**config.mk**
```make
export PLATFORM = sky130hd
export DESIGN_NAME = rcq_ctrl
export DESIGN_NICKNAME = d
export VERILOG_FILES = /design/src/design/rcq_pkg.sv /design/src/design/rcq_ctrl.sv
export SDC_FILE = /design/constraint.sdc
export NUM_CORES = 1
export LEC_CHECK = 0
export BUFFER_PORTS_ARGS = -buffer_cell sky130_fd_sc_hd__buf_2
export CORE_UTILIZATION = 25
export CTS_BUF_LIST = sky130_fd_sc_hd__clkbuf_4
export DETAILED_ROUTE_END_ITERATION = 10
export PLACE_DENSITY_LB_ADDON = 0.1
export SLEW_MARGIN = 10
export SYNTH_ARGS = -nofsm -noshare
export SYNTH_HDL_FRONTEND = slang
export SYNTH_SLANG_ARGS = --single-unit
```
**constraint.sdc**
```tcl
create_clock -name clk -period 1.4 [get_ports clk]
set_clock_uncertainty 0.15 [all_clocks]
set_input_delay 0.07 -clock clk [delete_from_list [all_inputs] [get_ports clk]]
set_output_delay 0.07 -clock clk [all_outputs]
set_load 0.005 [all_outputs]
```
**src/design/rcq_pkg.sv**
```systemverilog
// rcq_pkg: shared types, codes and helpers for the range count query engine
// no dependencies; used by rcq_ctrl, rcq_dp and range_count_query_engine
package rcq_pkg;

  localparam int unsigned VAL_W  = 10;
  localparam int unsigned CNT_W  = 16;
  localparam int unsigned KIND_W = 2;

  // request kinds
  localparam logic [KIND_W-1:0] KIND_LOAD  = 2'd0;
  localparam logic [KIND_W-1:0] KIND_BUILD = 2'd1;
  localparam logic [KIND_W-1:0] KIND_QUERY = 2'd2;
  localparam logic [KIND_W-1:0] KIND_NOP   = 2'd3;

  // controller to datapath commands, at most one active per cycle
  typedef struct packed {
    logic clr_en;     // write zero at the walk index, advance
    logic ld_rd;      // read entry of the incoming point value
    logic ld_wr;      // write back incremented count
    logic bld_start;  // start running-total walk, read entry zero
    logic bld_step;   // accumulate, write back, read next entry
    logic q_hi;       // capture query bounds, read upper entry
    logic q_lo;       // keep upper total, read entry below lower bound
    logic q_res;      // form the answer into the output register
  } rcq_cmd_t;

  // datapath to controller status
  typedef struct packed {
    logic idx_last;   // walk index is at the last table entry
    logic ld_ok;      // incoming load would be counted
    logic built;      // running totals have been built
    logic out_free;   // output register can take a result this cycle
  } rcq_stat_t;

  // saturating 16-bit add
  function automatic logic [CNT_W-1:0] sat_add(input logic [CNT_W-1:0] a,
                                               input logic [CNT_W-1:0] b);
    logic [CNT_W:0] s;
    s = {1'b0, a} + {1'b0, b};
    return s[CNT_W] ? {CNT_W{1'b1}} : s[CNT_W-1:0];
  endfunction

endpackage

```
**src/design/rcq_ctrl.sv**
```systemverilog
// rcq_ctrl: sequencing state machine of the range count query engine
// depends on rcq_pkg; drives rcq_dp through rcq_cmd_t, reads rcq_stat_t
module rcq_ctrl (
  input  logic                        clk,
  input  logic                        rst_n,
  input  logic                        in_valid,
  input  logic [rcq_pkg::KIND_W-1:0]  in_kind,
  output logic                        in_ready,
  input  rcq_pkg::rcq_stat_t          stat,
  output rcq_pkg::rcq_cmd_t           cmd
);

  localparam logic [2:0] S_CLR  = 3'd0;
  localparam logic [2:0] S_IDLE = 3'd1;
  localparam logic [2:0] S_LDW  = 3'd2;
  localparam logic [2:0] S_BLD  = 3'd3;
  localparam logic [2:0] S_QLO  = 3'd4;
  localparam logic [2:0] S_QRES = 3'd5;

  logic [2:0] state_r;
  logic [2:0] state_nxt;
  logic       accept;

  assign in_ready = (state_r == S_IDLE);
  assign accept   = in_valid && in_ready;

  // next state and command decode
  always_comb begin
    state_nxt = state_r;
    cmd       = '0;
    unique case (state_r)
      S_CLR: begin
        cmd.clr_en = 1'b1;
        if (stat.idx_last) state_nxt = S_IDLE;
      end
      S_IDLE: begin
        if (accept) begin
          unique case (in_kind)
            rcq_pkg::KIND_LOAD: begin
              if (stat.ld_ok) begin
                cmd.ld_rd = 1'b1;
                state_nxt = S_LDW;
              end
            end
            rcq_pkg::KIND_BUILD: begin
              if (!stat.built) begin
                cmd.bld_start = 1'b1;
                state_nxt     = S_BLD;
              end
            end
            rcq_pkg::KIND_QUERY: begin
              cmd.q_hi  = 1'b1;
              state_nxt = S_QLO;
            end
            default: ;
          endcase
        end
      end
      S_LDW: begin
        cmd.ld_wr = 1'b1;
        state_nxt = S_IDLE;
      end
      S_BLD: begin
        cmd.bld_step = 1'b1;
        if (stat.idx_last) state_nxt = S_IDLE;
      end
      S_QLO: begin
        cmd.q_lo  = 1'b1;
        state_nxt = S_QRES;
      end
      S_QRES: begin
        if (stat.out_free) begin
          cmd.q_res = 1'b1;
          state_nxt = S_IDLE;
        end
      end
      default: state_nxt = S_CLR;
    endcase
  end

  // state register, clearing pass runs first after reset
  always_ff @(posedge clk) begin
    if (!rst_n) begin
      state_r <= S_CLR;
    end else begin
      state_r <= state_nxt;
    end
  end

endmodule

```
==> results_tabular.tex, run 1 <==
\begin{tabular}{lr}
\hline
Metric & Value \\
\hline
\multicolumn{2}{l}{\textbf{Pwr}} \\
Combinational share of power & 0.588 \\
Clock share of power & 0.246 \\
Sw Ratio & 0.340 \\
Worst IR drop on VDD & $\sim$0.58 mV \\
Pwr Density & between 1000 and 1500 nW/um\^{}2 \\
Reg power frac & 0.165 \\
Psw & $\sim$0.24 mW \\
Pleak & 0.277 nW \\
Tot Pwr & approximately 0.7 mW \\
Cell Int Power & about 0.46 mW \\
\multicolumn{2}{l}{\textbf{Timing}} \\
Unrepaired setup endpoints after global routing & yes \\
Shortest clock period the worst path allows after layout & around 1.5 ns \\
Top achievable clock speed & roughly 0.67 GHz \\
Relative slew margins & 0.814 \\
Number of pins with negative max-slew slack in the final report & 0 \\
Transition time at the pin with the least slew margin & about 0.28 ns \\
Setup violation total in the final timing report & 4 \\
Worst setup margin & -0.0877 ns \\
Final hold viol count & 0 \\
Period utilisation layout & 1.06 \\
Setup TNS & -0.192 ns \\
\multicolumn{2}{l}{\textbf{Final layout}} \\
Final-stage net count & 85 \\
Share of cells above drive strength 1 & 0.600 \\
Flip-flop count of the largest register, all copies and words added & 3 \\
Largest registers & state\_r: 3 flops \\
Register with the most flip-flops & state\_r \\
Count of non-filler cells in the finished layout & 90 \\
Final antenna diode count & 0 \\
Layout filler cell count & between 100 and 150 \\
Post-synthesis to final-layout area growth & 74.4\% \\
\multicolumn{2}{l}{\textbf{CTS}} \\
CTS tree & done \\
CTS HTree Levels & 1 \\
Clock Root Buffer & clkbuf\_4 \\
Source-to-sink clock delay at the later pin of the worst-skew pair & $\sim$0.23 ns \\
Reg clk slew, reported paths & around 0.040 ns \\
Number of buffers created by CTS & 3 \\
TritonCTS sink count & 3 \\
Longest Clk Path Bufs & 2 \\
\multicolumn{2}{l}{\textbf{Die}} \\
Die Area & $\sim$1500 sq um \\
Count of pins on the block boundary & 18 \\
Die H & 39.2 um \\
Initial Utilization & 0.266 \\
Core Area & $\sim$1300 sq um \\
FP Rows & 13 \\
Die Wd & $\sim$39 um \\
\multicolumn{2}{l}{\textbf{Route}} \\
Post-route antenna net violation count & 0 \\
DRT Pass-1 Iters & 3 \\
Drt total wl & $\sim$950 um \\
Vias after detailed routing & between 400 and 500 \\
DR vias/cell & approximately 4.8 \\
Remaining routing DRC violations & 0 \\
First-iteration detailed-routing DRC count & 2 \\
WL per Instance & approximately 11 um \\
\multicolumn{2}{l}{\textbf{Setup path}} \\
Arrival time of the worst setup path & between 1 and 1.5 ns \\
R2r worst-path depth & 6 \\
Worst path bufs/invs & 1 \\
Crit path capture type & output port \\
Flop2flop setup slack & roughly 0.010 ns \\
Cell-by-cell listing of the critical path & nor3b\_4 > nand2\_2 > nor4b\_2 > buf\_2 \\
Critical Path Stages & 4 \\
Critical R2R Launch & state\_r[2]\$\_SDFFE\_PN0P\_ \\
Critical Path Start Type & flip-flop \\
Crit path max-delay family & simple AND/OR/NAND/NOR gates \\
Worst stage delay on the critical path & $\sim$0.34 ns \\
Worst-path maximum fanout & 3 \\
Worst setup path class & flip-flop to output port \\
R2R Path End & state\_r[0]\$\_SDFFE\_PN0P\_ \\
Slowest stage cell, crit path & dfxtp\_4 \\
Worst endpoint required time & between 1 and 1.5 ns \\
\multicolumn{2}{l}{\textbf{Global route}} \\
First-pass GRT wire length & 1460 um \\
Number of global-route vias before repair & approximately 360 \\
Pin count of the biggest net entering global routing & 10 \\
Initial antenna violation count & 0 \\
Overall overflow remaining after global route & 0 \\
GRT Overall Usage & 0.144 \\
\multicolumn{2}{l}{\textbf{Synth}} \\
Leading cell types by count after synthesis & nand2\_1, nor2\_1, a21oi\_1, dfxtp\_1, nor3\_1 \\
Most instantiated flip-flop cell in the synthesis netlist & dfxtp\_1 \\
Syn\_nets & 54 \\
Number of flops mapped to enable cells by yosys & 0 \\
Most area-consuming cells after synthesis & dfxtp\_1, nand2\_1, nand4bb\_1 \\
Share of async-settable or async-resettable flops after synthesis & 0 \\
Fraction of synthesized cell area taken by the top area cell type & 0.173 \\
Multiplexer area fraction after synthesis & 0.0289 \\
Most repeated cell in the gate-level netlist after synthesis & nand2\_1 \\
Parity-gate share of the synthesized area counting xor and xnor cells & 0 \\
Number of distinct library cells after synthesis & 25 \\
Synthesized-area fraction occupied by and/or/nand/nor cells & 0.552 \\
Area share of fa/ha/maj cells after synthesis & 0 \\
Combinational family with the most area after synthesis & simple AND/OR/NAND/NOR gates \\
Compound-cell area share of the yosys netlist & 0.166 \\
Register bit total from synthesis & 3 \\
Synth warn & 0 \\
Mapped Avg Cell Area & $\sim$7.7 sq um \\
Syn Inst Count & 45 \\
Sequential share of the synthesized area & 0.173 \\
Synthesized area & between 300 and 400 sq um \\
Dominant cell type by area after synthesis & dfxtp\_1 \\
\multicolumn{2}{l}{\textbf{Outcome}} \\
Violations in the final reports & negative setup slack \\
Run status & complete, but fails checks \\
\multicolumn{2}{l}{\textbf{Hold path}} \\
Hold Path Stages & 4 \\
Min-Delay Path Class & input port to flip-flop \\
Hold wc startpoint & stat[3] \\
Worst hold endpoint & state\_r[1]\$\_SDFFE\_PN0P\_ \\
\multicolumn{2}{l}{\textbf{Placed design}} \\
HPWL after DPL & about 700 um \\
Dpl cells & 80 \\
Number of buffers inserted by port buffering & 17 \\
RD Place Congestion & 0.664 \\
\multicolumn{2}{l}{\textbf{Job}} \\
Max Cap Violations & 0 \\
\hline
\end{tabular}
## power groups by stage
stage / Clock, mW / Combinational [mW] / Sequential [mW]
floorplan: 0 / 0.203 / 0.110
global placement: 0 / 0.301 / 0.118
detailed placement: 0 / 0.301 / 0.118
CTS: 0.178 / 0.336 / 0.114
global route: 0.185 / 0.451 / 0.118
finish: 0.172 / 0.411 / 0.115
## layout by cell type, fill, tap and decap left out, types with 2 or more instances in the layout
master | Yosys | layout
nand2b_1 | 2 | 2
dlygate4sd3_1 | 0 | 2
dfxtp_2 | 0 | 2
buf_2 | 1 | 16
nand4bb_1 | 2 | 2
clkbuf_4 | 0 | 4
buf_4 | 2 | 7
nand2_1 | 6 | 5
a21oi_1 | 3 | 3
inv_1 | 2 | 2
nor2_1 | 4 | 3
buf_6 | 0 | 4
nor3_2 | 0 | 2
nor3b_2 | 1 | 3
nand3_1 | 2 | 2
## cell type report
| cell class | count | area, sq um | share of cell area |
|---|---|---|---|
| sequential | 3 | 66.3 | 0.110 |
| inverter | 2 | 7.51 | 0.0124 |
| timing repair buffer | 29 | 198 | 0.327 |
| clock buffer | 4 | 30.0 | 0.0497 |
| tap | 15 | 18.8 | 0.0311 |
| multi-input combinational | 37 | 284 | 0.470 |
## cells by family (layout without fill, tap and decap cells)
logic type	Yosys count	after routing
buf+inv	5	35
flops	3	3
simple gates	29	29
compound gates	7	7
mux	1	1
## what timing repair did
item                                    4_1_cts  5_1_grt
hold endpoints to repair                      3        1
endpoints found under the setup margin        5        8
resized for setup                             5       11
cloned                                        0        0
hold buffers                                  1        1
setup buffers                                 2        3
pin swaps                                     3        4
## worst register-to-register path, stage by stage, from the launching register on
cell	delay (ns)
dfxtp_4	0.34
nor3b_4	0.22
buf_4	0.15
buf_6	0.09
o311ai_2	0.10
o211ai_2	0.09
mux2i_1	0.18
## worst max-delay path by stage
stage                                 start                       to  slack (ns)
CTS                 state_r[2]$_SDFFE_PN0P_                   cmd[6]       -0.11
detailed placement  state_r[2]$_SDFFE_PN0P_                   cmd[6]       -0.04
floorplan           state_r[0]$_SDFFE_PN0P_  state_r[0]$_SDFFE_PN0P_        0.07
global route        state_r[2]$_SDFFE_PN0P_                   cmd[6]       -0.16
global placement    state_r[2]$_SDFFE_PN0P_                   cmd[6]       -0.02
finish              state_r[2]$_SDFFE_PN0P_                   cmd[6]       -0.09
## through the flow
step | area (sq um) | utilization | setup WS, ns | hold slack, ns
4_1_cts | 542 | 0.416 | -0.111 | 0.00336
2_1_floorplan | 347 | - | 0.0667 | 0.0142
3_3_place_gp | 475 | 0.365 | -0.0199 | 0.180
5_1_grt | 604 | 0.464 | -0.155 | 0.0286
6_report | 604 | 0.464 | -0.0877 | 0.0200
3_5_place_dp | 475 | 0.365 | -0.0372 | 0.183
## layer usage
metal / share of wire / up-vias / routed length [um] / track usage
met5: 0 / - / 0 / 0
met4: 0 / 0 / 0 / 0.0517
met3: 0.073 / 0 / 69 / 0.0520
met2: 0.49 / 19 / 462 / 0.225
met1: 0.44 / 194 / 415 / 0.177
li1: - / 220 / - / -
(Power assumes the default switching activity.)
==> run 2, diff against run 1 <==
Settings changed: REMOVE_ABC_BUFFERS set to 1.
==> run 2 against run 1 <==
  * The flow still finishes with violations (negative setup slack)
  * Routed wire length is 5.5% higher
  * Non-clock buffer count is 2 lower
  * Critical path depth stayed put
  * Die area stayed put
  * Global-route usage is 0.24 points higher
  * Core utilization is 0.29 points lower
  * Highest routed layer unchanged
  * Via count is 0.46% higher
  * Sequential cell count stayed put
  * Combinational power is 4% lower
  * Total power is 1.1% lower
  * Critical endpoint unchanged
==> results_tabular.tex, run 2 (same netlist as run 1, synthesis figures left out) <==
\begin{tabular}{lr}
\hline
Metric & Value \\
\hline
\multicolumn{2}{l}{\textbf{Outcome}} \\
Run status & complete, but fails checks \\
Violations in the final reports & negative setup slack \\
\multicolumn{2}{l}{\textbf{Route}} \\
DR vias/cell & 4.94 (+2.7\%) \\
DRT Pass-1 Iters & 4 (+1) \\
Post-route antenna net violation count & 0 (unchanged) \\
WL per Instance & 11.4 um (+7.9\%) \\
First-iteration detailed-routing DRC count & 5 (+3) \\
Remaining routing DRC violations & 0 (unchanged) \\
Vias after detailed routing & 435 (+0.46\%) \\
Drt total wl & 999 um (+5.5\%) \\
\multicolumn{2}{l}{\textbf{Hold path}} \\
Min-Delay Path Class & input port to flip-flop \\
\multicolumn{2}{l}{\textbf{Timing}} \\
Transition time at the pin with the least slew margin & 0.301 ns (+0.0222 ns) \\
Final hold viol count & 0 (unchanged) \\
Setup violation total in the final timing report & 3 (-1) \\
Setup TNS & -0.0936 ns (+0.0983 ns) \\
Unrepaired setup endpoints after global routing & yes \\
Shortest clock period the worst path allows after layout & 1.47 ns (-0.0206 ns) \\
Number of pins with negative max-slew slack in the final report & 0 (unchanged) \\
Relative slew margins & 0.799 (-0.0148) \\
Top achievable clock speed & 0.682 GHz (+1.4\%) \\
Worst setup margin & -0.0671 ns (+0.0206 ns) \\
Period utilisation layout & 1.05 (-0.0147) \\
\multicolumn{2}{l}{\textbf{Placed design}} \\
Number of buffers inserted by port buffering & 17 (unchanged) \\
Placed standard-cell area & 468 sq um (-1.6\%) \\
HPWL after DPL & 716 um (+4.3\%) \\
RD Place Congestion & 0.636 (-4.3\%) \\
\multicolumn{2}{l}{\textbf{Final layout}} \\
Share of cells above drive strength 1 & 0.630 (+0.0301) \\
Area occupied by registers & 66.3 sq um (unchanged) \\
Flip-flop count of the largest register, all copies and words added & 3 (unchanged) \\
Post-route cell area & 601 sq um (-0.62\%) \\
Commonest cells after routing, fill and taps aside & buf\_2, nand2\_1, buf\_4 \\
Final antenna diode count & 0 (unchanged) \\
Largest registers & state\_r: 3 flops \\
Post-synthesis to final-layout area growth & 73.3\% \\
Register with the most flip-flops & state\_r \\
Final-stage net count & 83 (-2.4\%) \\
Most frequent standard cell in the layout excluding fill and tap cells & buf\_2 \\
Layout filler cell count & 141 (-5.4\%) \\
Area taken by multi-input logic gates & 300 sq um (+5.7\%) \\
\multicolumn{2}{l}{\textbf{Job}} \\
Max Cap Violations & 0 (unchanged) \\
\multicolumn{2}{l}{\textbf{Die}} \\
Initial Utilization & 0.266 (unchanged) \\
Die Wd & 39.2 um (unchanged) \\
Die H & 39.2 um (unchanged) \\
Count of pins on the block boundary & 18 (unchanged) \\
Die Area & 1540 sq um (unchanged) \\
Core Area & 1300 sq um (unchanged) \\
FP Rows & 13 (unchanged) \\
\multicolumn{2}{l}{\textbf{Global route}} \\
Overall overflow remaining after global route & 0 (unchanged) \\
Initial antenna violation count & 0 (unchanged) \\
Pin count of the biggest net entering global routing & 10 (unchanged) \\
GRT Overall Usage & 0.146 (+0.00238) \\
Number of global-route vias before repair & 368 (+1.9\%) \\
First-pass GRT wire length & 1520 um (+4.2\%) \\
\multicolumn{2}{l}{\textbf{Setup path}} \\
Worst-path maximum fanout & 3 (unchanged) \\
Critical Path Start Type & flip-flop \\
Arrival time of the worst setup path & 1.25 ns (-0.02 ns) \\
Worst setup path class & flip-flop to output port \\
Worst endpoint required time & 1.18 ns (about the same) \\
Crit path capture type & output port \\
\multicolumn{2}{l}{\textbf{Pwr}} \\
Worst IR drop on VDD & 0.495 mV (-14\%) \\
Pwr Density & 1150 nW/um\^{}2 (-0.49\%) \\
Pleak & 0.269 nW (-3.0\%) \\
\multicolumn{2}{l}{\textbf{CTS}} \\
Reg clk slew, reported paths & 0.04 ns (about the same) \\
Source-to-sink clock delay at the later pin of the worst-skew pair & 0.23 ns (about the same) \\
CTS HTree Levels & 1 (unchanged) \\
Clock Root Buffer & clkbuf\_4 \\
TritonCTS sink count & 3 (unchanged) \\
CTS tree & done \\
Longest Clk Path Bufs & 2 (unchanged) \\
Number of buffers created by CTS & 3 (unchanged) \\
\hline
\end{tabular}
-- run 2: cell types whose count changed in the layout (fill, tap and decap cells not counted) --
cell           delta
nor2_4            +1
nor2_1            -2
nor2_2            +1
nor3b_4           +1
buf_4             -2
a21boi_1          -1
dlygate4sd3_1     -1
buf_2             +1
a21boi_0          +1
nor3b_2           -1
-- run 2: metrics by stage --
| stage | utilization | power, mW | std cells | worst slack, ns | hold slack [ns] |
|---|---|---|---|---|---|
| 6_report | 0.462 | 0.690 | 88 | -0.0671 | 0.00105 |
| 5_1_grt | 0.462 | 0.746 | 88 | -0.150 | 0.00291 |
| 4_1_cts | 0.419 | 0.645 | 87 | -0.0850 | 0.00877 |
| 3_5_place_dp | 0.360 | 0.421 | 79 | 0.0102 | 0.190 |
| 3_3_place_gp | 0.360 | 0.422 | 79 | 0.0302 | 0.177 |
| 2_1_floorplan | - | 0.291 | 42 | 0.0261 | 0.0142 |
-- run 2: final timing paths --
| kind | startpoint | endpoint | slack (ns) | cells past startpoint |
|---|---|---|---|---|
| setup / recovery | state_r[2]$_SDFFE_PN0P_ | cmd[6] | -0.07 | 4 |
| hold / removal | stat[3] | state_r[1]$_SDFFE_PN0P_ | 0.001 | 4 |
| setup reg to reg | state_r[2]$_SDFFE_PN0P_ | state_r[0]$_SDFFE_PN0P_ | 0.04 | 5 |
| hold reg to reg | state_r[0]$_SDFFE_PN0P_ | state_r[0]$_SDFFE_PN0P_ | 0.48 | 3 |
-- run 2: routing by layer --
metal | part of all wire | GRT usage | up-vias
li1 | - | - | 218
met1 | 0.42 | 0.177 | 201
met2 | 0.52 | 0.254 | 16
met3 | 0.062 | 0.0231 | 0
met4 | 0 | 0.0517 | 0
met5 | 0 | 0 | -
-- run 2: worst max-delay path, cell delays in order, from the launching register on --
cell and delay [ns]:
dfxtp_4 0.34, nor3b_4 0.22, nand2_2 0.09, nor4b_2 0.21, buf_2 0.15
-- run 2: final cells by class --
| class | instances | area share |
|---|---|---|
| inverters | 2 | 0.0125 |
| flip-flops and latches | 3 | 0.110 |
| well taps | 15 | 0.0313 |
| repair buffers | 27 | 0.296 |
| clock buffers | 4 | 0.0500 |
| multi-input cells | 37 | 0.500 |
-- run 2: report_power, final --
group          leakage, nW  switching, mW  total, mW  internal, mW
logic                0.225          0.182      0.395         0.213
registers           0.0261         0.0146      0.120         0.106
clock network       0.0184         0.0483      0.175         0.126
-- run 2: repair_timing --
action,in CTS,in global routing
resized for setup,6,12
hold endpoints to repair,3,0
setup endpoints to repair,5,10
gates cloned,0,0
hold buffers,1,0
pin swaps,4,0
setup buffers,3,1
